===== config.mk =====
export PLATFORM = sky130hd
export DESIGN_NAME = lqm_ctrl
export DESIGN_NICKNAME = d
export VERILOG_FILES = /design/src/rtl/lqm_pkg.sv /design/src/rtl/lqm_ctrl.sv
export SDC_FILE = /design/constraint.sdc
export NUM_CORES = 1
export LEC_CHECK = 0
export BUFFER_PORTS_ARGS = -buffer_cell sky130_fd_sc_hd__buf_2
export CORE_MARGIN = 2
export CORE_UTILIZATION = 40
export CTS_CLUSTER_DIAMETER = 30
export DETAILED_ROUTE_END_ITERATION = 10
export PLACE_DENSITY = 0.75
export SETUP_SLACK_MARGIN = 0.4
export SYNTH_ARGS = -nofsm -noshare
export SYNTH_HDL_FRONTEND = slang
export SYNTH_SLANG_ARGS = --single-unit
export TNS_END_PERCENT = 20

===== constraint.sdc =====
create_clock -name clk -period 2.3 [get_ports clk]
set_input_delay 0.69 -clock clk [delete_from_list [all_inputs] [get_ports clk]]
set_output_delay 0.69 -clock clk [all_outputs]
set_load 0.01 [all_outputs]

===== src/rtl/lqm_pkg.sv =====
// ---------------------------------------------------------------------------
// lqm_pkg
// Types, sizes and character helpers shared by the label/question matcher.
// ---------------------------------------------------------------------------
package lqm_pkg;

    localparam int ML  = 512;              // longest stored label
    localparam int CV  = 128;              // indexed character values
    localparam int QD  = ML + 2;           // question buffer depth
    localparam int PW  = $clog2(ML);       // label position
    localparam int LW  = $clog2(ML + 1);   // label length
    localparam int QAW = $clog2(QD);       // question address
    localparam int QW  = $clog2(QD + 1);   // question length
    localparam int CW  = $clog2(CV);       // character index

    localparam logic [7:0] SLASH = 8'd47;
    localparam logic [7:0] STAR  = 8'd42;

    typedef enum logic [3:0] {
        OP_NONE,
        OP_LBL_ACC,
        OP_Q_ACC,
        OP_LINK,
        OP_RD_Q0,
        OP_HEAD,
        OP_TAIL,
        OP_CHK,
        OP_INF,
        OP_SLASH,
        OP_FIRST,
        OP_WALK,
        OP_CMP_RD,
        OP_CMP_CHK,
        OP_NEXT
    } dp_op_t;

    typedef enum logic [3:0] {
        ST_IDLE,
        ST_LINK,
        ST_START,
        ST_HEAD,
        ST_TAIL,
        ST_CHK,
        ST_INF,
        ST_SLASH,
        ST_FIRST,
        ST_WALK,
        ST_CMP_RD,
        ST_CMP_CHK,
        ST_NEXT
    } state_t;

    typedef struct packed {
        dp_op_t op;
        logic   q_clear;
    } dp_cmd_t;

    typedef struct packed {
        logic q_empty;
        logic q_star;
        logic n_one;
        logic n_gt_one;
        logic n_gt_len;
        logic prefix;
        logic suffix;
        logic q_high;
        logic q_slash;
        logic walk_stop;
        logic cmp_eq;
        logic cmp_last;
    } dp_status_t;

    function automatic logic is_letter(input logic [7:0] c);
        return (c >= 8'd65 && c <= 8'd90) || (c >= 8'd97 && c <= 8'd122);
    endfunction

    function automatic logic is_digit(input logic [7:0] c);
        return c >= 8'd48 && c <= 8'd57;
    endfunction

endpackage


===== src/rtl/lqm_ctrl.sv =====
// ---------------------------------------------------------------------------
// lqm_ctrl
// Controller: sequences loading, link insertion and match evaluation.
// ---------------------------------------------------------------------------
module lqm_ctrl import lqm_pkg::*;
(
    input  logic       clk,
    input  logic       rst_n,
    input  logic       start,
    input  logic       req_type,
    input  logic       is_last,
    input  dp_status_t status,
    output dp_cmd_t    cmd,
    output logic       busy,
    output logic       done,
    output logic       matched
);

    state_t state_reg, state_next;
    logic   walk_reg, walk_next;
    logic   done_reg, done_next;
    logic   matched_reg, matched_next;

    always_ff @(posedge clk or negedge rst_n)
    begin
        if (!rst_n)
        begin
            state_reg   <= ST_IDLE;
            walk_reg    <= 1'b0;
            done_reg    <= 1'b0;
            matched_reg <= 1'b0;
        end
        else
        begin
            state_reg   <= state_next;
            walk_reg    <= walk_next;
            done_reg    <= done_next;
            matched_reg <= matched_next;
        end
    end

    always_comb
    begin
        state_next   = state_reg;
        walk_next    = walk_reg;
        done_next    = 1'b0;
        matched_next = matched_reg;
        cmd.op       = OP_NONE;
        cmd.q_clear  = 1'b0;
        busy         = (state_reg != ST_IDLE);
        case (state_reg)
            ST_IDLE:
            begin
                if (start)
                begin
                    if (!req_type)
                    begin
                        cmd.op     = OP_LBL_ACC;
                        state_next = ST_LINK;
                    end
                    else
                    begin
                        cmd.op = OP_Q_ACC;
                        if (is_last)
                            state_next = ST_START;
                    end
                end
            end
            ST_LINK:
            begin
                cmd.op     = OP_LINK;
                state_next = ST_IDLE;
            end
            ST_START:
            begin
                if (status.q_empty)
                begin
                    done_next    = 1'b1;
                    matched_next = 1'b0;
                    cmd.q_clear  = 1'b1;
                    state_next   = ST_IDLE;
                end
                else
                begin
                    cmd.op     = OP_RD_Q0;
                    state_next = ST_HEAD;
                end
            end
            ST_HEAD, ST_TAIL:
            begin
                // a lone star (or two) matches anything
                if (status.q_star && status.n_one)
                begin
                    done_next    = 1'b1;
                    matched_next = 1'b1;
                    cmd.q_clear  = 1'b1;
                    state_next   = ST_IDLE;
                end
                else if (state_reg == ST_HEAD)
                begin
                    cmd.op     = OP_HEAD;
                    state_next = ST_TAIL;
                end
                else
                begin
                    cmd.op     = OP_TAIL;
                    state_next = ST_CHK;
                end
            end
            ST_CHK:
            begin
                if (status.n_gt_len)
                begin
                    done_next    = 1'b1;
                    matched_next = 1'b0;
                    cmd.q_clear  = 1'b1;
                    state_next   = ST_IDLE;
                end
                else
                begin
                    cmd.op     = OP_CHK;
                    walk_next  = 1'b0;
                    state_next = (status.prefix || status.suffix) ? ST_CMP_RD : ST_INF;
                end
            end
            ST_INF:
            begin
                if (status.q_high)
                begin
                    done_next    = 1'b1;
                    matched_next = 1'b0;
                    cmd.q_clear  = 1'b1;
                    state_next   = ST_IDLE;
                end
                else
                begin
                    cmd.op     = OP_INF;
                    state_next = (status.q_slash && status.n_gt_one) ? ST_SLASH : ST_FIRST;
                end
            end
            ST_SLASH:
            begin
                cmd.op     = OP_SLASH;
                state_next = ST_FIRST;
            end
            ST_FIRST:
            begin
                cmd.op     = OP_FIRST;
                state_next = ST_WALK;
            end
            ST_WALK:
            begin
                if (status.walk_stop)
                begin
                    done_next    = 1'b1;
                    matched_next = 1'b0;
                    cmd.q_clear  = 1'b1;
                    state_next   = ST_IDLE;
                end
                else
                begin
                    cmd.op     = OP_WALK;
                    walk_next  = 1'b1;
                    state_next = ST_CMP_RD;
                end
            end
            ST_CMP_RD:
            begin
                cmd.op     = OP_CMP_RD;
                state_next = ST_CMP_CHK;
            end
            ST_CMP_CHK:
            begin
                if (status.cmp_eq && status.cmp_last)
                begin
                    done_next    = 1'b1;
                    matched_next = 1'b1;
                    cmd.q_clear  = 1'b1;
                    state_next   = ST_IDLE;
                end
                else if (status.cmp_eq)
                begin
                    cmd.op     = OP_CMP_CHK;
                    state_next = ST_CMP_RD;
                end
                else if (walk_reg)
                begin
                    cmd.op     = OP_CMP_CHK;
                    state_next = ST_NEXT;
                end
                else
                begin
                    done_next    = 1'b1;
                    matched_next = 1'b0;
                    cmd.q_clear  = 1'b1;
                    state_next   = ST_IDLE;
                end
            end
            ST_NEXT:
            begin
                cmd.op     = OP_NEXT;
                state_next = ST_WALK;
            end
            default:
            begin
                state_next = ST_IDLE;
            end
        endcase
    end

    assign done    = done_reg;
    assign matched = matched_reg;

endmodule


==> results by group, run 1 <==
Run status
  – Status: complete, but fails checks
  – Failing checks: negative setup slack

Timing
  – Worst slew pin tran: 0.2683 ns
  – Clock skew: ~0.0057 ns
  – FMAX: between 400 and 500 MHz
  – Final hold vios: 0
  – Slew HR: around four fifths
  – Max-slew violation count: 0
  – Crit path setup slack, layout: -0.1169 ns
  – Final setup fails: 3
  – RSZ-0062 raised after global routing: true
  – Minimum clock period: between 2 and 2.5 ns
  – Crit share post-route: 105.1%

Final layout
  – Layout Nets: approximately 150
  – Non-Filler Instances: around 160
  – Share of cells above drive strength 1: between 50% and 60%
  – Area Overhead vs Synth: 47.87%
  – N_diodes: 0
  – Fillers: between 100 and 150
  – Max reg flops: 4

Power and ir drop
  – Pwr Density: 978.8 nW/um^2
  – VDD IR max: around 0.53 mV
  – Leak pwr: 0.5132 nW

Critical path
  – CP startpoint kind: primary input
  – Critical path type: in -> out
  – CP max FO: 2
  – WP data arrival: between 1.5 and 2 ns
  – Endpoint type of the worst setup path: primary output
  – R2R setup slack: between 0.4 and 0.5 ns
  – CP Data Required Time: 1.61 ns

Route
  – DR WL met3: between 90 and 100 um
  – Top sig layer: met4
  – DRT antenna net count: 0
  – Drt wl/cell: approximately 13 um
  – Vias per cell: approximately 5.4
  – DR vias: approximately 870
  – Metal1 wirelength: 855 um
  – Post-Route WL: 2095 um
  – First drt pass iteration count: 4
  – WL met2: ~1100 um
  – Drt first-iter violations: 22
  – DRC Markers: 0

Logic synthesis
  – Yosys top cell area share: roughly a quarter
  – Post-synth EDFFs: 0
  – Synth area leader: dfrtp_1
  – Cell variety after synth: between 40 and 50
  – Synth async-reset ratio: 100.0%
  – Syn Area/Cell: between 7 and 8 um^2
  – Synth Cell Area: around 730 um^2
  – Post-synth top cells: a21oi_1, nand2_1, nor2_1
  – Synth Net Count: 110
  – Syn. warnings: 0
  – Synth top area cells: dfrtp_1, a21oi_1, nand2_1
  – Seq cells post-synth: 7
  – Post-synth top flop: dfrtp_1
  – Seq/Total Area, Yosys: 23.85%
  – Synth Instances: between 90 and 100

Floorplan
  – Die area: between 2000 and 2500 um^2
  – Row count: 15
  – Core area: 1727 um^2
  – Die H: approximately 47 um
  – Die W: approximately 47 um
  – # IOs: 25
  – Initial Utilization: ~43%

Clock network
  – CTS tree: yes
  – CTS Hold Bufs: 0
  – Clk buf depth: 2
  – CTS clk-pin slew, worst paths: 0.05 ns
  – TritonCTS Buffers: 3
  – Worst-Skew Late Latency: around 0.25 ns
  – H-tree depth: 1
  – Num Clock Sinks: 7
  – CTS root buf: clkbuf_4

Global route
  – Total gr overflow: 0
  – First-pass GRT wire length: approximately 3100 um
  – Antenna violations before repair: 0
  – All-layer global routing usage: between 20 and 25%
  – Largest net degree at the start of global routing: 13
  – Vias in the first global route: between 700 and 800

Place
  – Placed cells: between 150 and 200
  – Placer Congestion: between 0.9 and 1
  – DP HPWL: between 1500 and 2000 um
  – PortBufs: 24
  – Place WS: -0.1367 ns

Run
  – Max Cap Viol: 0

Worst hold path
  – Worst min-delay path category: in -> async
## metrics by stage
step	hold WS, ns	utilization [%]	TNS [ns]	area (um^2)	total power, mW
floorplan	0.3944	-	0	738.2	0.6437
global placement	0.4882	55.36	-0.2195	955.9	0.8169
detailed placement	0.4927	55.36	-0.2715	955.9	0.8293
CTS	0.2509	59.28	-0.1789	1023	0.9769
global route	0.2453	62.90	-0.4768	1086	1.154
finish	0.2531	62.90	-0.1843	1086	1.063
## metal layers
metal | GRT usage (%) | vias up
met2 | 32.88 | 33
met5 | 0 | -
li1 | - | 424
met1 | 24.65 | 403
met3 | 5.385 | 6
met4 | 9.444 | 0
## layout make-up
class / instances / area (um^2) / share of cell area, %
clock buffers: 4 / 26.28 / 2.419
inverters: 4 / 15.01 / 1.382
multi-input cells: 75 / 540.5 / 49.77
flip-flops and latches: 7 / 178.9 / 16.47
well taps: 25 / 31.28 / 2.880
repair buffers: 44 / 294.0 / 27.07
## critical path, stage by stage
cell and delay, ns:
buf_2 0.10, nor2b_4 0.12, a32oi_2 0.19, o32ai_2 0.11, or3_4 0.39, buf_6 0.13
## cells by family after synthesis
| group | after synthesis | synth area share [%] |
|---|---|---|
| flip-flops | 7 | 23.85 |
| multiplexers | 1 | 2.044 |
| AO/OA/AOI/OAI | 33 | 30.50 |
| buffers and inverters | 11 | 10.90 |
| AND/OR/NAND/NOR | 41 | 32.71 |
## path summary, 6_finish.rpt
kind	start	end	depth (start not counted)
min in group clk	matched	matched	1
max in group asynchronous	rst_n	state_reg[2]	1
min	rst_n	done	1
max reg2reg	state_reg[1]	matched	7
max	status[11]	cmd[0]	6
min reg2reg	matched	matched	1
## layout by cell type (no fill, tap or decap), types with 3 or more instances in the layout
| master | netlist | final |
|---|---|---|
| a21oi_1 | 9 | 9 |
| buf_2 | 0 | 22 |
| buf_4 | 1 | 17 |
| buf_6 | 2 | 5 |
| clkbuf_4 | 0 | 3 |
| dfrtp_1 | 7 | 4 |
| dfrtp_2 | 0 | 3 |
| inv_1 | 4 | 4 |
| nand2_1 | 9 | 9 |
| nand3_1 | 4 | 4 |
| nor2_1 | 8 | 7 |
| nor2b_4 | 1 | 3 |
| o211ai_1 | 3 | 3 |
| o21ai_0 | 6 | 4 |
## timing repair
action                                  4_1_cts  5_1_grt
pin swaps                                     2        3
endpoints found under the setup margin        7        7
resized for setup                            10       13
cloned                                        0        0
buffers inserted                              1        1
## where the power goes
group          switching, mW  total [mW]  internal, mW
clock                 0.0458       0.112        0.0662
combinational          0.345       0.724         0.379
sequential            0.0652       0.227         0.162
total                  0.456        1.06         0.607
Power figures use the tool's default switching activity.
==> run 2: changes to the inputs <==
CORE_UTILIZATION = 44   (was 40)
PLACE_DENSITY = 0.81   (was 0.75)
==> run 2 against run 1 <==
Cell area fell by 5.1%; clock skew up 0.0068 ns; via count shrank 2.0%; die area down 8.3%; fmax grew 0.29%; worst setup slack better by 0.0071 ns; total power down 5.0%; highest routed layer unchanged; the flow still finishes with violations (negative setup slack); largest cell class unchanged; sequential share of layout area up 0.76 points; register-to-register slack barely moved; first-iteration DRC count down 32%.
==> results by group, run 2 (synthesis gave the netlist of run 1 again) <==
Timing
  – Worst slew pin tran: approximately 0.29 ns
  – Clock skew: ~0.013 ns
  – Final setup fails: 2
  – Worst hold slack: 0.2496 ns
  – Minimum clock period: between 2 and 2.5 ns
  – Post-route setup TNS: -0.1908 ns
  – Max-slew violation count: 0
  – FMAX: 415.0 MHz
  – Crit share post-route: 104.8%
  – Final hold vios: 0
  – RSZ-0062 raised after global routing: true
  – Crit path setup slack, layout: -0.1099 ns
  – Slew HR: between 80 and 90%

Run
  – Max Cap Viol: 0

Clock network
  – Worst-Skew Late Latency: around 0.26 ns
  – CTS root buf: clkbuf_4
  – Num Clock Sinks: 7
  – CTS tree: yes
  – CTS Hold Bufs: 0
  – Clk buf depth: 2
  – H-tree depth: 1
  – TritonCTS Buffers: 3
  – CTS clk-pin slew, worst paths: 0.06 ns

Run status
  – Failing checks: negative setup slack
  – Status: complete, but fails checks

Route
  – DRT antenna net count: 0
  – Vias per cell: between 5 and 6
  – First drt pass iteration count: 4
  – Drt first-iter violations: 15
  – Drt wl/cell: around 13 um
  – DRC Markers: 0
  – Post-Route WL: around 1900 um
  – DR vias: 849

Place
  – Placed cells: between 100 and 150
  – Cell Area, Placed: about 940 um^2
  – Placer Congestion: just under 0.9
  – Place WS: -0.1496 ns
  – DP HPWL: 1561 um
  – PortBufs: 24

Final layout
  – N_diodes: 0
  – Share of cells above drive strength 1: between 40% and 50%
  – Seq. cell area: 177.7 um^2
  – Fin area: 1031 um^2
  – Area Overhead vs Synth: 40.38%
  – Most common cell after layout, fill and taps aside: buf_2
  – Fin util: roughly two thirds
  – Non-Filler Instances: between 100 and 150
  – Multi-input gate area: 509.2 um^2
  – Max reg flops: 4
  – Commonest non-fill, non-tap cells in the layout: buf_2, buf_4, a21oi_1
  – Layout Nets: between 150 and 200
  – Fillers: around 130

Global route
  – First-pass GRT wire length: 3153 um
  – Total gr overflow: 0
  – Largest net degree at the start of global routing: 13
  – All-layer global routing usage: a little over a fifth
  – Antenna violations before repair: 0
  – Vias in the first global route: 779

Worst hold path
  – Worst min-delay path category: in -> async

Power and ir drop
  – Pwr Density: roughly 980 nW/um^2
  – Total chip power: between 1 and 1.5 mW
  – Leak pwr: a little under 0.5 nW
  – VDD IR max: between 0.8 and 0.9 mV

Critical path
  – Crit path cell chain: buf_6 -> nor2b_4 -> a32oi_2 -> o32ai_2 -> or3_4 -> buf_6
  – Max stage delay cell, worst path: dfrtp_2
  – Endpoint type of the worst setup path: primary output
  – Start point of the critical path: state_reg[1]
  – Worst path max stage delay: approximately 0.44 ns
  – Critical path type: reg -> out
  – CP max FO: 4
  – Cell family with most CP delay: simple AND/OR/NAND/NOR gates
  – CP Data Required Time: 1.61 ns
  – CP dominant cell by count: buf_6
  – CP bufs+invs: 2
  – CP startpoint kind: flip-flop
  – WP data arrival: about 1.7 ns
  – Reg2reg start: state_reg[1]

Floorplan
  – Row count: 14
  – Die area: around 2000 um^2
  – Initial Utilization: between 40% and 50%
  – Die W: roughly 45 um
  – Die H: about 45 um
  – # IOs: 25
  – Core area: approximately 1500 um^2
[run 2: final timing paths]
check	slack (ns)	depth (start not counted)	end
max in group asynchronous	1.87	1	state_reg[2]
hold reg to reg	0.50	1	matched
setup reg to reg	0.41	7	matched
hold / removal	0.25	1	done
min in group clk	0.50	1	matched
setup / recovery	-0.11	6	cmd[0]
[run 2: cell type report]
type | count | area share, %
Inverter | 4 | 1.456
Tap cell | 16 | 1.942
Multi-Input combinational cell | 75 | 49.39
Sequential cell | 7 | 17.23
Timing Repair Buffer | 43 | 27.43
Clock buffer | 4 | 2.549
[run 2: report_power, final]
group	internal, mW	total [mW]	switching (mW)
logic	0.356	0.695	0.339
clock network	0.0662	0.112	0.0463
registers	0.160	0.202	0.0417
[run 2: repair_timing]
item	CTS	global route
buffers inserted	2	0
resized for setup	9	4
endpoints found under the setup margin	7	7
pin swaps	5	5
[run 2: layer usage]
metal / vias to the layer above / track usage (%) / part of all wire [%]
li1: 422 / - / -
met1: 394 / 26.37 / 43
met2: 27 / 37.10 / 50
met3: 6 / 4.800 / 5.3
met4: 0 / 8.235 / 2.0
met5: - / 0 / 0
==> run 3: changes to the inputs <==
REMOVE_ABC_BUFFERS = 1   (was unset)
==> run 3 against run 2 <==
The run still ends with negative setup slack left; clock skew shrank 0.0054 ns; flip-flop and latch count unchanged; combinational power grew 15%.
==> results by group, run 3 (synthesis gave the netlist of run 1 again) <==
Timing
  – Crit path setup slack, layout: -0.1371 ns
  – Max-slew violation count: 0
  – Minimum clock period: around 2.4 ns
  – Final hold vios: 0
  – Clock skew: between 0.007 and 0.008 ns
  – Crit share post-route: 106.0%
  – RSZ-0062 raised after global routing: true
  – Post-route setup TNS: -0.2665 ns
  – Worst slew pin tran: approximately 0.37 ns
  – Final setup fails: 4
  – FMAX: 410.3 MHz
  – Slew HR: 75.56%

Power and ir drop
  – Pwr Density: between 1000 and 1500 nW/um^2
  – Leak pwr: between 0.5 and 0.6 nW
  – VDD IR max: approximately 0.60 mV

Route
  – DRC Markers: 0
  – DRT antenna net count: 0
  – Drt first-iter violations: 37
  – Post-Route WL: ~2600 um
  – Drt wl/cell: ~17 um
  – First drt pass iteration count: 5
  – DR vias: 909
  – Vias per cell: ~5.9

Final layout
  – Fin util: roughly 73%
  – Fin area: 1127 um^2
  – N_diodes: 0
  – Fillers: approximately 110
  – Most common cell after layout, fill and taps aside: buf_2
  – Commonest non-fill, non-tap cells in the layout: buf_2, buf_4, nand2_1, a21oi_1, nor2_1
  – Max reg flops: 4
  – Share of cells above drive strength 1: between 50% and 60%
  – Layout Nets: ~160
  – Area Overhead vs Synth: 53.49%

Global route
  – Total gr overflow: 0
  – Vias in the first global route: approximately 850
  – First-pass GRT wire length: roughly 3700 um
  – All-layer global routing usage: approximately 25%
  – Antenna violations before repair: 0
  – Largest net degree at the start of global routing: 12

Floorplan
  – Die W: around 45 um
  – # IOs: 25
  – Die H: 44.86 um
  – Core area: 1541 um^2
  – Die area: slightly above 2000 um^2
  – Row count: 14
  – Initial Utilization: between 40% and 50%

Critical path
  – Endpoint type of the worst setup path: primary output
  – CP startpoint kind: flip-flop
  – WP data arrival: around 1.8 ns
  – CP max FO: 5
  – CP Data Required Time: 1.61 ns
  – Critical path type: reg -> out

Clock network
  – Num Clock Sinks: 7
  – CTS Hold Bufs: 0
  – TritonCTS Buffers: 3
  – Worst-Skew Late Latency: ~0.26 ns
  – Clk buf depth: 2
  – CTS root buf: clkbuf_4
  – CTS clk-pin slew, worst paths: 0.05 ns
  – H-tree depth: 1
  – CTS tree: yes

Place
  – PortBufs: 24
  – Cell Area, Placed: between 900 and 1000 um^2
  – Placer Congestion: between 0.9 and 1
  – Place WS: -0.1227 ns
  – DP HPWL: approximately 1700 um

Run
  – Max Cap Viol: 0

Run status
  – Status: complete, but fails checks
  – Failing checks: negative setup slack

Worst hold path
  – Worst min-delay path category: in -> async
run 3: timing repair:
action | 4_1_cts | 5_1_grt
resized for setup | 18 | 7
endpoints found under the setup margin | 7 | 7
buffers inserted | 1 | 4
pin swaps | 9 | 4
run 3: critical path, stage by stage (launching register included):
cell and delay [ns]:
dfrtp_2 0.45, buf_6 0.13, nor2b_4 0.13, a32oi_2 0.17
o32ai_2 0.13, or3_4 0.35, buf_6 0.13
run 3: area by class of cell:
| type | instances | area (um^2) | share of cell area [%] |
|---|---|---|---|
| Clock buffer | 4 | 26.28 | 2.331 |
| Timing Repair Buffer | 47 | 335.3 | 29.74 |
| Multi-Input combinational cell | 75 | 551.8 | 48.95 |
| Tap cell | 16 | 20.02 | 1.776 |
| Sequential cell | 7 | 178.9 | 15.87 |
| Inverter | 4 | 15.01 | 1.332 |
run 3: worst paths after layout:
path                       cells after the start    startpoint           end  slack, ns
max in group asynchronous                      1         rst_n  state_reg[3]       1.87
max                                            6  state_reg[1]        cmd[0]      -0.14
min reg2reg                                    1       matched       matched       0.52
max reg2reg                                    7  state_reg[1]       matched       0.40
min in group clk                               1       matched       matched       0.52
min                                            1         rst_n          done       0.25
run 3: layer usage:
layer	global-route usage [%]	part of all wire, %	up-vias
met3	4.800	6.1	7
met5	0	0	-
met4	8.235	2.0	0
li1	-	-	432
met2	45.80	53	52
met1	29.73	39	418
run 3: where the power goes:
group	switching (mW)	internal, mW	leakage, nW	total (mW)
logic	0.387	0.411	0.432	0.799
registers	0.0577	0.162	0.0907	0.220
clock network	0.0496	0.0665	0.0150	0.116
run 3: through the flow:
stage | instances | hold slack (ns) | total power [mW]
floorplan | 86 | 0.3944 | 0.5675
global placement | 144 | 0.4963 | 0.8147
detailed placement | 144 | 0.5091 | 0.8388
CTS | 149 | 0.2642 | 1.041
global route | 153 | 0.2557 | 1.206
finish | 153 | 0.2495 | 1.135
